==> src/design/fspm_pkg.sv <==
`timescale 1ns / 1ps

package fspm_pkg;

  // Default pool size.
  localparam int DEFAULT_POOL_SLOTS = 8;

  // Fixed field widths of the ports.
  localparam int OPCODE_W     = 2;
  localparam int TAG_W        = 32;
  localparam int HANDLE_W     = 3;
  localparam int STATUS_W     = 2;
  localparam int SLOT_INDEX_W = 3;

  // Opcodes of an input beat.
  localparam logic [OPCODE_W-1:0] OP_ADD     = 2'd0;
  localparam logic [OPCODE_W-1:0] OP_GET     = 2'd1;
  localparam logic [OPCODE_W-1:0] OP_RELEASE = 2'd2;

  // Status codes of a result beat.
  localparam logic [STATUS_W-1:0] STATUS_OK          = 2'd0;
  localparam logic [STATUS_W-1:0] STATUS_NOTHING     = 2'd1;
  localparam logic [STATUS_W-1:0] STATUS_REL_EMPTY   = 2'd2;
  localparam logic [STATUS_W-1:0] STATUS_ADD_DROPPED = 2'd3;

  // Command classes decided by the front end.
  typedef enum logic [2:0] {
    CMD_NOP,
    CMD_ADD,
    CMD_GET,
    CMD_RELEASE,
    CMD_RELEASE_BAD
  } cmd_kind_t;

  // One queued command.
  typedef struct packed {
    cmd_kind_t             kind;
    logic [TAG_W-1:0]      tag;
    logic [HANDLE_W-1:0]   handle;
  } cmd_t;

  // One result beat.
  typedef struct packed {
    logic [STATUS_W-1:0]     status;
    logic [SLOT_INDEX_W-1:0] slot_index;
    logic [TAG_W-1:0]        out_tag;
    logic                    evicted;
    logic [TAG_W-1:0]        evicted_tag;
  } result_t;

endpackage

==> src/design/fspm_front.sv <==
`timescale 1ns / 1ps

module fspm_front #(
  parameter int POOL_SLOTS = fspm_pkg::DEFAULT_POOL_SLOTS
) (
  input  logic                            clk,
  input  logic                            rst,
  input  logic                            in_valid,
  output logic                            in_stall,
  input  logic [fspm_pkg::OPCODE_W-1:0]   opcode,
  input  logic [fspm_pkg::TAG_W-1:0]      frame_tag,
  input  logic [fspm_pkg::HANDLE_W-1:0]   slot_handle,
  output logic                            cmd_valid,
  input  logic                            cmd_pop,
  output fspm_pkg::cmd_t                  cmd
);
  import fspm_pkg::*;

  localparam int          Depth  = 2;
  localparam logic [31:0] SlotsU = POOL_SLOTS;

  cmd_t       queue [Depth];
  logic       wr_ptr;
  logic       rd_ptr;
  logic [1:0] count;
  cmd_t       cmd_in;
  logic       in_accept;

  // Classify the incoming beat; a release handle beyond the pool is flagged here.
  always_comb begin
    cmd_in.tag    = frame_tag;
    cmd_in.handle = slot_handle;
    case (opcode)
      OP_ADD: begin
        cmd_in.kind = CMD_ADD;
      end
      OP_GET: begin
        cmd_in.kind = CMD_GET;
      end
      OP_RELEASE: begin
        if (32'(slot_handle) >= SlotsU) begin
          cmd_in.kind = CMD_RELEASE_BAD;
        end else begin
          cmd_in.kind = CMD_RELEASE;
        end
      end
      default: begin
        cmd_in.kind = CMD_NOP;
      end
    endcase
  end

  // Two-entry command queue between front and back.
  assign in_stall  = (count == 2'd2);
  assign in_accept = in_valid && !in_stall;
  assign cmd_valid = (count != 2'd0);
  assign cmd       = queue[rd_ptr];

  always_ff @(posedge clk) begin
    if (rst) begin
      wr_ptr <= 1'b0;
      rd_ptr <= 1'b0;
      count  <= 2'd0;
    end else begin
      if (in_accept) begin
        wr_ptr <= ~wr_ptr;
      end
      if (cmd_pop) begin
        rd_ptr <= ~rd_ptr;
      end
      if (in_accept && !cmd_pop) begin
        count <= count + 2'd1;
      end else if (!in_accept && cmd_pop) begin
        count <= count - 2'd1;
      end
    end
  end

  // Queue payload needs no reset.
  always_ff @(posedge clk) begin
    if (in_accept) begin
      queue[wr_ptr] <= cmd_in;
    end
  end

endmodule

==> src/design/fspm_back.sv <==
`timescale 1ns / 1ps

module fspm_back #(
  parameter int POOL_SLOTS = fspm_pkg::DEFAULT_POOL_SLOTS
) (
  input  logic               clk,
  input  logic               rst,
  input  logic               cmd_valid,
  output logic               cmd_pop,
  input  fspm_pkg::cmd_t     cmd,
  output logic               out_valid,
  input  logic               out_stall,
  output fspm_pkg::result_t  res
);
  import fspm_pkg::*;

  localparam int              SlotW = $clog2(POOL_SLOTS);
  localparam int              LenW  = $clog2(POOL_SLOTS + 1);
  localparam logic [LenW-1:0] Full  = LenW'(POOL_SLOTS);

  localparam logic [2:0] ST_IDLE = 3'd0;
  localparam logic [2:0] ST_SCAN = 3'd1;
  localparam logic [2:0] ST_ROT  = 3'd2;
  localparam logic [2:0] ST_READ = 3'd3;
  localparam logic [2:0] ST_RESP = 3'd4;

  localparam logic [1:0] MODE_GET   = 2'd0;
  localparam logic [1:0] MODE_EVICT = 2'd1;
  localparam logic [1:0] MODE_SWEEP = 2'd2;

  logic [2:0]            state;
  logic [1:0]            mode;
  cmd_t                  cur;
  logic [POOL_SLOTS-1:0] valid;
  logic [POOL_SLOTS-1:0] taken;
  logic [1:0]            cnt [POOL_SLOTS];
  logic [SlotW-1:0]      order [POOL_SLOTS];
  logic [LenW-1:0]       len;
  logic [LenW-1:0]       rem;
  logic [SlotW-1:0]      scan;
  logic [SlotW-1:0]      hit;
  logic                  found;
  logic [TAG_W-1:0]      tag_mem [POOL_SLOTS];
  logic [TAG_W-1:0]      tag_rdata;
  logic                  res_valid;
  logic                  res_load;
  result_t               res_next;

  logic [SlotW-1:0]      cmd_slot;
  logic [SlotW-1:0]      head;
  logic [LenW-1:0]       len_m1;
  logic                  step_remove;
  logic                  step_hit;
  logic                  last_step;
  logic                  found_now;
  logic                  append;
  logic [SlotW-1:0]      append_slot;

  // The arrival list rotates through its head, one entry per cycle.
  assign cmd_slot  = SlotW'(cmd.handle);
  assign head      = order[0];
  assign len_m1    = len - LenW'(1);
  assign last_step = (rem == LenW'(1));

  assign step_remove = (mode == MODE_SWEEP && taken[head] && cnt[head] == 2'd1) ||
                       (mode == MODE_EVICT && !found && !taken[head]);
  assign step_hit    = (mode != MODE_SWEEP) && !found && !taken[head];
  assign found_now   = found || step_hit;

  // A slot joins the tail when a free slot is found or an evicted slot is reused.
  always_comb begin
    append      = 1'b0;
    append_slot = scan;
    if (state == ST_SCAN && !valid[scan]) begin
      append = 1'b1;
    end else if (state == ST_READ && mode == MODE_EVICT) begin
      append      = 1'b1;
      append_slot = hit;
    end
  end

  // Dispatch and result selection.
  always_comb begin
    cmd_pop  = 1'b0;
    res_load = 1'b0;
    res_next = '0;
    case (state)
      ST_IDLE: begin
        if (cmd_valid && !res_valid) begin
          cmd_pop = 1'b1;
          case (cmd.kind)
            CMD_NOP: begin
              res_load = 1'b1;
            end
            CMD_RELEASE_BAD: begin
              res_load            = 1'b1;
              res_next.status     = STATUS_REL_EMPTY;
              res_next.slot_index = cmd.handle;
            end
            CMD_RELEASE: begin
              if (!valid[cmd_slot]) begin
                res_load            = 1'b1;
                res_next.status     = STATUS_REL_EMPTY;
                res_next.slot_index = cmd.handle;
              end
            end
            CMD_GET: begin
              if (len == '0) begin
                res_load        = 1'b1;
                res_next.status = STATUS_NOTHING;
              end
            end
            default: begin
            end
          endcase
        end
      end
      ST_SCAN: begin
        if (!valid[scan]) begin
          res_load            = 1'b1;
          res_next.slot_index = SLOT_INDEX_W'(scan);
        end
      end
      ST_ROT: begin
        if (last_step) begin
          case (mode)
            MODE_SWEEP: begin
              res_load            = 1'b1;
              res_next.slot_index = cur.handle;
            end
            MODE_GET: begin
              if (!found_now) begin
                res_load        = 1'b1;
                res_next.status = STATUS_NOTHING;
              end
            end
            MODE_EVICT: begin
              if (!found_now) begin
                res_load        = 1'b1;
                res_next.status = STATUS_ADD_DROPPED;
              end
            end
            default: begin
            end
          endcase
        end
      end
      ST_RESP: begin
        res_load            = 1'b1;
        res_next.slot_index = SLOT_INDEX_W'(hit);
        if (mode == MODE_EVICT) begin
          res_next.evicted     = 1'b1;
          res_next.evicted_tag = tag_rdata;
        end else begin
          res_next.out_tag = tag_rdata;
        end
      end
      default: begin
      end
    endcase
  end

  // Sequencer and per-slot flags.
  always_ff @(posedge clk) begin
    if (rst) begin
      state     <= ST_IDLE;
      mode      <= MODE_GET;
      found     <= 1'b0;
      valid     <= '0;
      taken     <= '0;
      len       <= '0;
      res_valid <= 1'b0;
      for (int i = 0; i < POOL_SLOTS; i++) begin
        cnt[i] <= 2'd0;
      end
    end else begin
      if (res_load) begin
        res_valid <= 1'b1;
      end else if (res_valid && !out_stall) begin
        res_valid <= 1'b0;
      end
      case (state)
        ST_IDLE: begin
          if (cmd_pop) begin
            found <= 1'b0;
            case (cmd.kind)
              CMD_ADD: begin
                if (len != Full) begin
                  state <= ST_SCAN;
                end else begin
                  state <= ST_ROT;
                  mode  <= MODE_EVICT;
                end
              end
              CMD_GET: begin
                if (len != '0) begin
                  state <= ST_ROT;
                  mode  <= MODE_GET;
                end
              end
              CMD_RELEASE: begin
                if (valid[cmd_slot]) begin
                  if (cnt[cmd_slot] != 2'd3) begin
                    cnt[cmd_slot] <= cnt[cmd_slot] + 2'd1;
                  end
                  state <= ST_ROT;
                  mode  <= MODE_SWEEP;
                end
              end
              default: begin
              end
            endcase
          end
        end
        ST_SCAN: begin
          if (!valid[scan]) begin
            valid[scan] <= 1'b1;
            taken[scan] <= 1'b0;
            cnt[scan]   <= 2'd0;
            len         <= len + LenW'(1);
            state       <= ST_IDLE;
          end
        end
        ST_ROT: begin
          if (step_remove) begin
            len <= len_m1;
            if (mode == MODE_SWEEP) begin
              valid[head] <= 1'b0;
              taken[head] <= 1'b0;
              cnt[head]   <= 2'd0;
            end
          end
          if (step_hit) begin
            found <= 1'b1;
            if (mode == MODE_GET) begin
              taken[head] <= 1'b1;
            end
          end
          if (last_step) begin
            state <= (found_now && mode != MODE_SWEEP) ? ST_READ : ST_IDLE;
          end
        end
        ST_READ: begin
          if (mode == MODE_EVICT) begin
            taken[hit] <= 1'b0;
            cnt[hit]   <= 2'd0;
            len        <= len + LenW'(1);
          end
          state <= ST_RESP;
        end
        ST_RESP: begin
          state <= ST_IDLE;
        end
        default: begin
          state <= ST_IDLE;
        end
      endcase
    end
  end

  // Working registers and the arrival list; none of them needs a reset.
  always_ff @(posedge clk) begin
    if (cmd_pop) begin
      cur  <= cmd;
      rem  <= len;
      scan <= '0;
    end
    if (state == ST_SCAN) begin
      scan <= scan + SlotW'(1);
    end
    if (state == ST_ROT) begin
      rem <= rem - LenW'(1);
      if (step_hit) begin
        hit <= head;
      end
    end
    for (int i = 0; i < POOL_SLOTS - 1; i++) begin
      if (state == ST_ROT) begin
        if (!step_remove && LenW'(i) == len_m1) begin
          order[i] <= head;
        end else begin
          order[i] <= order[i+1];
        end
      end else if (append && LenW'(i) == len) begin
        order[i] <= append_slot;
      end
    end
    if (state == ST_ROT) begin
      if (!step_remove && len_m1 == LenW'(POOL_SLOTS - 1)) begin
        order[POOL_SLOTS-1] <= head;
      end
    end else if (append && len == LenW'(POOL_SLOTS - 1)) begin
      order[POOL_SLOTS-1] <= append_slot;
    end
    if (res_load) begin
      res <= res_next;
    end
  end

  // Tag memory: one write port, one registered read port.
  always_ff @(posedge clk) begin
    if (append) begin
      tag_mem[append_slot] <= cur.tag;
    end
    if (state == ST_READ) begin
      tag_rdata <= tag_mem[hit];
    end
  end

  assign out_valid = res_valid;

  a_len_bound: assert property (@(posedge clk) disable iff (rst)
    len <= Full)
    else $error("pool length beyond pool size");

  a_len_matches_valid: assert property (@(posedge clk) disable iff (rst)
    state == ST_IDLE |-> $countones(valid) == int'(len))
    else $error("valid slots disagree with arrival list length");

  a_taken_implies_valid: assert property (@(posedge clk) disable iff (rst)
    (taken & ~valid) == '0)
    else $error("taken flag on a free slot");

  a_result_not_overwritten: assert property (@(posedge clk) disable iff (rst)
    res_load |-> !res_valid)
    else $error("result register overwritten before delivery");

endmodule

==> src/design/frame_slot_pool_manager.sv <==
`timescale 1ns / 1ps
// An unused opcode, a bad release, a release of a free slot or a get from an empty pool
// is answered at dispatch; an add into a pool with room scans for a free slot, one slot
// per cycle, and get, release and full-pool add rotate the arrival list through its
// head, one entry per cycle.
// One item is worked at a time; a two-entry queue takes new beats meanwhile.
// Reset empties the pool at once; the tag memory is not cleared.
module frame_slot_pool_manager #(
  parameter int POOL_SLOTS = fspm_pkg::DEFAULT_POOL_SLOTS
) (
  input  logic                                clk,
  input  logic                                rst,
  input  logic                                in_valid,
  output logic                                in_stall,
  input  logic [fspm_pkg::OPCODE_W-1:0]       opcode,
  input  logic [fspm_pkg::TAG_W-1:0]          frame_tag,
  input  logic [fspm_pkg::HANDLE_W-1:0]       slot_handle,
  output logic                                out_valid,
  input  logic                                out_stall,
  output logic [fspm_pkg::STATUS_W-1:0]       status,
  output logic [fspm_pkg::SLOT_INDEX_W-1:0]   slot_index,
  output logic [fspm_pkg::TAG_W-1:0]          out_tag,
  output logic                                evicted,
  output logic [fspm_pkg::TAG_W-1:0]          evicted_tag
);
  import fspm_pkg::*;

  logic    cmd_valid;
  logic    cmd_pop;
  cmd_t    cmd;
  result_t res;

  // Front end: classify beats and queue them.
  fspm_front #(
    .POOL_SLOTS(POOL_SLOTS)
  ) u_front (
    .clk         (clk),
    .rst         (rst),
    .in_valid    (in_valid),
    .in_stall    (in_stall),
    .opcode      (opcode),
    .frame_tag   (frame_tag),
    .slot_handle (slot_handle),
    .cmd_valid   (cmd_valid),
    .cmd_pop     (cmd_pop),
    .cmd         (cmd)
  );

  // Back end: pool state, scans and the result register.
  fspm_back #(
    .POOL_SLOTS(POOL_SLOTS)
  ) u_back (
    .clk       (clk),
    .rst       (rst),
    .cmd_valid (cmd_valid),
    .cmd_pop   (cmd_pop),
    .cmd       (cmd),
    .out_valid (out_valid),
    .out_stall (out_stall),
    .res       (res)
  );

  // Result fields to their ports.
  assign status      = res.status;
  assign slot_index  = res.slot_index;
  assign out_tag     = res.out_tag;
  assign evicted     = res.evicted;
  assign evicted_tag = res.evicted_tag;

endmodule

==> config.mk <==
export PLATFORM = sky130hd
export DESIGN_NAME = frame_slot_pool_manager
export DESIGN_NICKNAME = d
export VERILOG_FILES = /design/src/design/fspm_pkg.sv /design/src/design/fspm_front.sv /design/src/design/fspm_back.sv /design/src/design/frame_slot_pool_manager.sv
export SDC_FILE = /design/constraint.sdc
export NUM_CORES = 1
export LEC_CHECK = 0
export BUFFER_PORTS_ARGS = -buffer_cell sky130_fd_sc_hd__buf_4
export CORE_UTILIZATION = 29
export DETAILED_ROUTE_END_ITERATION = 8
export HOLD_SLACK_MARGIN = 0.03
export SETUP_SLACK_MARGIN = 0.4
export SLEW_MARGIN = 20
export SYNTH_ARGS = -nofsm -noshare
export SYNTH_HDL_FRONTEND = slang
export SYNTH_SLANG_ARGS = --single-unit
==> constraint.sdc <==
create_clock -name clk -period 11.99 [get_ports clk]
set_input_delay 2.9975 -clock clk [delete_from_list [all_inputs] [get_ports clk]]
set_output_delay 2.9975 -clock clk [all_outputs]
set_load 0.01 [all_outputs]
==> qor.json <==
{
  "outcome": {
    "outcome": "finished, final reports clean"
  },
  "pwr": {
    "power-per-cell-area_nw_per_um2": 228.1,
    "power.ir.vdd_worst_uv": 120.3,
    "total_leakage_power_uw": 0.008545
  },
  "clocking": {
    "tritoncts": "yes",
    "ctsHoldBuffers": 0,
    "cts.root.buffer_cell": "sky130_fd_sc_hd__clkbuf_16",
    "worst_skew_pair.late_latency_ns": 0.63,
    "cts_setup_buffers": 0,
    "htree_levels": 2,
    "clk_pin_slew_worst_paths_ns": 0.06,
    "clk_path_buf_depth": 3,
    "cts_resized": 0,
    "cts_inserted_buffers": 53,
    "clkSinkCount": 549
  },
  "min_path": {
    "whs_endpoint": "u_back.taken[0]",
    "hold_path.class": "flop to flop",
    "holdPathStages": 1,
    "hold_path_startpoint": "u_back.taken[0]"
  },
  "die": {
    "die_w_um": 276.2,
    "io_pins": 113,
    "num_rows": 100,
    "floorplan.initialDensity_pct": 29.28,
    "floorplan.die.height_um": 276.2,
    "fp.dieArea_um2": 76280,
    "core-area_um2": 74450
  },
  "sta": {
    "clock_period_minus_final_worst_setup_slack_ns": 5.004,
    "final.setup.tns_ns": 0,
    "fin_ws_ns": 6.986,
    "clock.fmax_mhz": 199.8,
    "slew_viols_final": 0,
    "min_period_over_period_pct": 41.74,
    "slew_headroom_pct": 25.19,
    "fin_skew_ns": 0.06113,
    "rsz0062_at_grt": "false",
    "final-hold-violation-count": 0,
    "worst_pin_slew_ns": 1.119,
    "timing.final.setup_violations": 0,
    "fin_worst_hold_slack_ns": 0.4822
  },
  "cells_and_area": {
    "fill_cells": 7057,
    "multiInputGateArea_um2": 5280,
    "ratio_of_cells_with_drive_above_1_in_the_final_layout_pct": 18.04,
    "finish.net_count": 1606,
    "final_core_util_pct": 34.25,
    "finish.cell_count_without_fillers": 2562,
    "synthToLayoutAreaGrowth_pct": 16.96,
    "seq_area_um2": 16170
  },
  "yosys": {
    "yosysMostFrequentCell": "sky130_fd_sc_hd__edfxtp_1",
    "synthTopCellsByArea": "sky130_fd_sc_hd__edfxtp_1 (71%), sky130_fd_sc_hd__a22oi_1 (5.0%), sky130_fd_sc_hd__dfxtp_1 (2.9%)",
    "synth_top_flop_cell": "sky130_fd_sc_hd__edfxtp_1",
    "netlist_area_um2": 21800,
    "synth_top_area_share_pct": 71.21,
    "synth.top_cells.by_count": "sky130_fd_sc_hd__edfxtp_1 (517), sky130_fd_sc_hd__a22oi_1 (146), sky130_fd_sc_hd__nand2_1 (96)",
    "synth_cell_type_count": 79,
    "synth-edff-count": 517,
    "yosys.area.top_type": "sky130_fd_sc_hd__edfxtp_1",
    "synth.net_count": 1500,
    "ys_seq_elements": 549,
    "synth_seq_area_share_pct": 74.15,
    "post_synth_inst_count": 1442,
    "yosysWarnings": 0,
    "synthesis.area_per_instance_um2": 15.12,
    "async_flop_share_pct": 0
  },
  "placed_design": {
    "place_ws_ns": 6.413,
    "total_of_buffers_placed_on_input_and_output_ports": 112,
    "dp_cells": 2460,
    "routability_congestion": 0.8609,
    "place_hpwl_um": 32070
  },
  "drt": {
    "postRouteAntennaNets": 0,
    "drt_wl_total_um": 52090,
    "route.detailed.vias_per_inst": 5.000,
    "detail_route.wl_per_cell_um": 20.33,
    "detail_route.drc_violations": 0,
    "vias": 12810,
    "drt_iter0_markers": 978,
    "dr.pass1.iters": 5
  },
  "global_routing": {
    "grt_pass1_vias": 12710,
    "globalRouteMet1Util_pct": 17.22,
    "global_route.usage.met3_pct": 3.067,
    "grt_first_pass_wirelength_um": 78090,
    "grt.busiest_layer": "met2",
    "grt_util_all_layers_pct": 13.31,
    "grt_start_max_net_pins": 71,
    "grt_util_met2_pct": 21.84,
    "gr-total-overflow": 0,
    "grt_antenna_before_repair": 8
  },
  "flow_run": {
    "max-cap-violations": 0
  },
  "worst_setup_path": {
    "setup.worst_path.start_class": "input pin",
    "crit_fanout": 31,
    "cpLargestDelayFamily": "compound AO/OA/AOI/OAI gates",
    "worst_r2r_path_depth": 9,
    "path_class": "input pin to flop",
    "crit_path_top_delay_cell": "sky130_fd_sc_hd__a2111o_1",
    "crit_required_ns": 12.29,
    "crit-reg2reg-capture": "u_back.res[52]",
    "reg2reg_slack_ns": 7.52,
    "cp_cell_sequence": "buf_4 > inv_1 > nand2_1 > nand3_1 > o311ai_1 > a2111o_1 > o21ai_0",
    "cp_num_buf_inv": 2,
    "max_stage_delay_ns": 0.61,
    "worst_ep_arrival_time_ns": 5.30,
    "worstSetupEndpointType": "flop",
    "critical_path.startpoint": "rst"
  }
}
cells in the final DEF, fill, tap and decap left out, drive strengths merged, types with 6 or more instances in the layout:
master	Yosys	routed
a22oi	147	147
a221oi	6	6
ha	17	17
nor2b	13	13
mux2i	22	22
inv	28	31
nor3b	7	7
and3b	7	7
a211oi	11	11
nor2	46	46
nand2b	8	8
nor3	35	35
and3	39	39
nand2	96	96
buf	21	134
nor4	10	10
clkbuf	62	60
edfxtp	517	517
o21ai	61	61
clkinvlp	0	7
mux2	37	37
and2	38	38
a21oi	29	29
clkinv	1	26
nand3	41	41
dfxtp	32	32
nand4	36	36
metrics by stage:
stage	cell area, um^2	total power, uW
finish	25500	5815
floorplan	21800	3649
global placement	23760	4191
detailed placement	23760	4234
global route	25500	6077
CTS	25450	5854
flip-flops by register name, indices dropped and copies added (netlist names), 3 cells and up, named ones only:
| name | count |
|---|---|
| u_back.tag_mem | 256 |
| u_front.queue | 74 |
| u_back.res | 70 |
| u_back.cur | 35 |
| u_back.tag_rdata | 32 |
| u_back.order | 24 |
| u_back.cnt | 16 |
| u_back.taken | 8 |
| u_back.valid | 8 |
| u_back.len | 4 |
| u_back.rem | 4 |
| u_back.hit | 3 |
| u_back.scan | 3 |
| u_back.state | 3 |
how the worst max path moves through the flow:
stage	to	slack, ns	depth (start not counted)
2_1_floorplan	u_back.res[0]	6.28	6
3_3_place_gp	u_back.cnt[7][0]	6.58	7
3_5_place_dp	u_back.cnt[7][0]	6.41	7
4_1_cts	u_back.cnt[7][1]	7.08	7
5_1_grt	u_back.cnt[7][1]	6.85	7
6_report	u_back.cnt[7][1]	6.99	7
metal layers:
metal  share of wire (%)  up-vias  routed length [um]
met5                0.13        -                  70
met3                 7.9      100                4091
met4                 2.8       10                1468
li1                    -     5878                   -
met1                  42     6341               22110
met2                  47      481               24350
report_power, final:
group	leakage (uW)	internal [uW]	switching (uW)
Clock	0.000803	886	723
Sequential	0.00503	2660	269
Combinational	0.00272	450	832
Total	0.00854	3990	1820
kinds of logic after synthesis:
kind of cell,after synthesis,synth area share [%]
muxes,60,3.042
AOI/OAI and AO/OA,302,9.757
DFF,549,74.15
xor gates and xnor gates,10,0.4017
and+or+nand+nor,392,9.579
buffers and inverters,112,2.095
adders and majority gates,17,0.9756
layout make-up:
type                       count  share of cell area [%]
clock buffer                  60                   5.304
inverter                      29                  0.4269
tap                          969                   4.755
multi-input combinational    781                   20.71
sequential                   549                   63.40
clock inverter                38                   1.310
timing repair buffer         134                   4.073
antenna                        2                 0.01963
(Power assumes the default switching activity.)
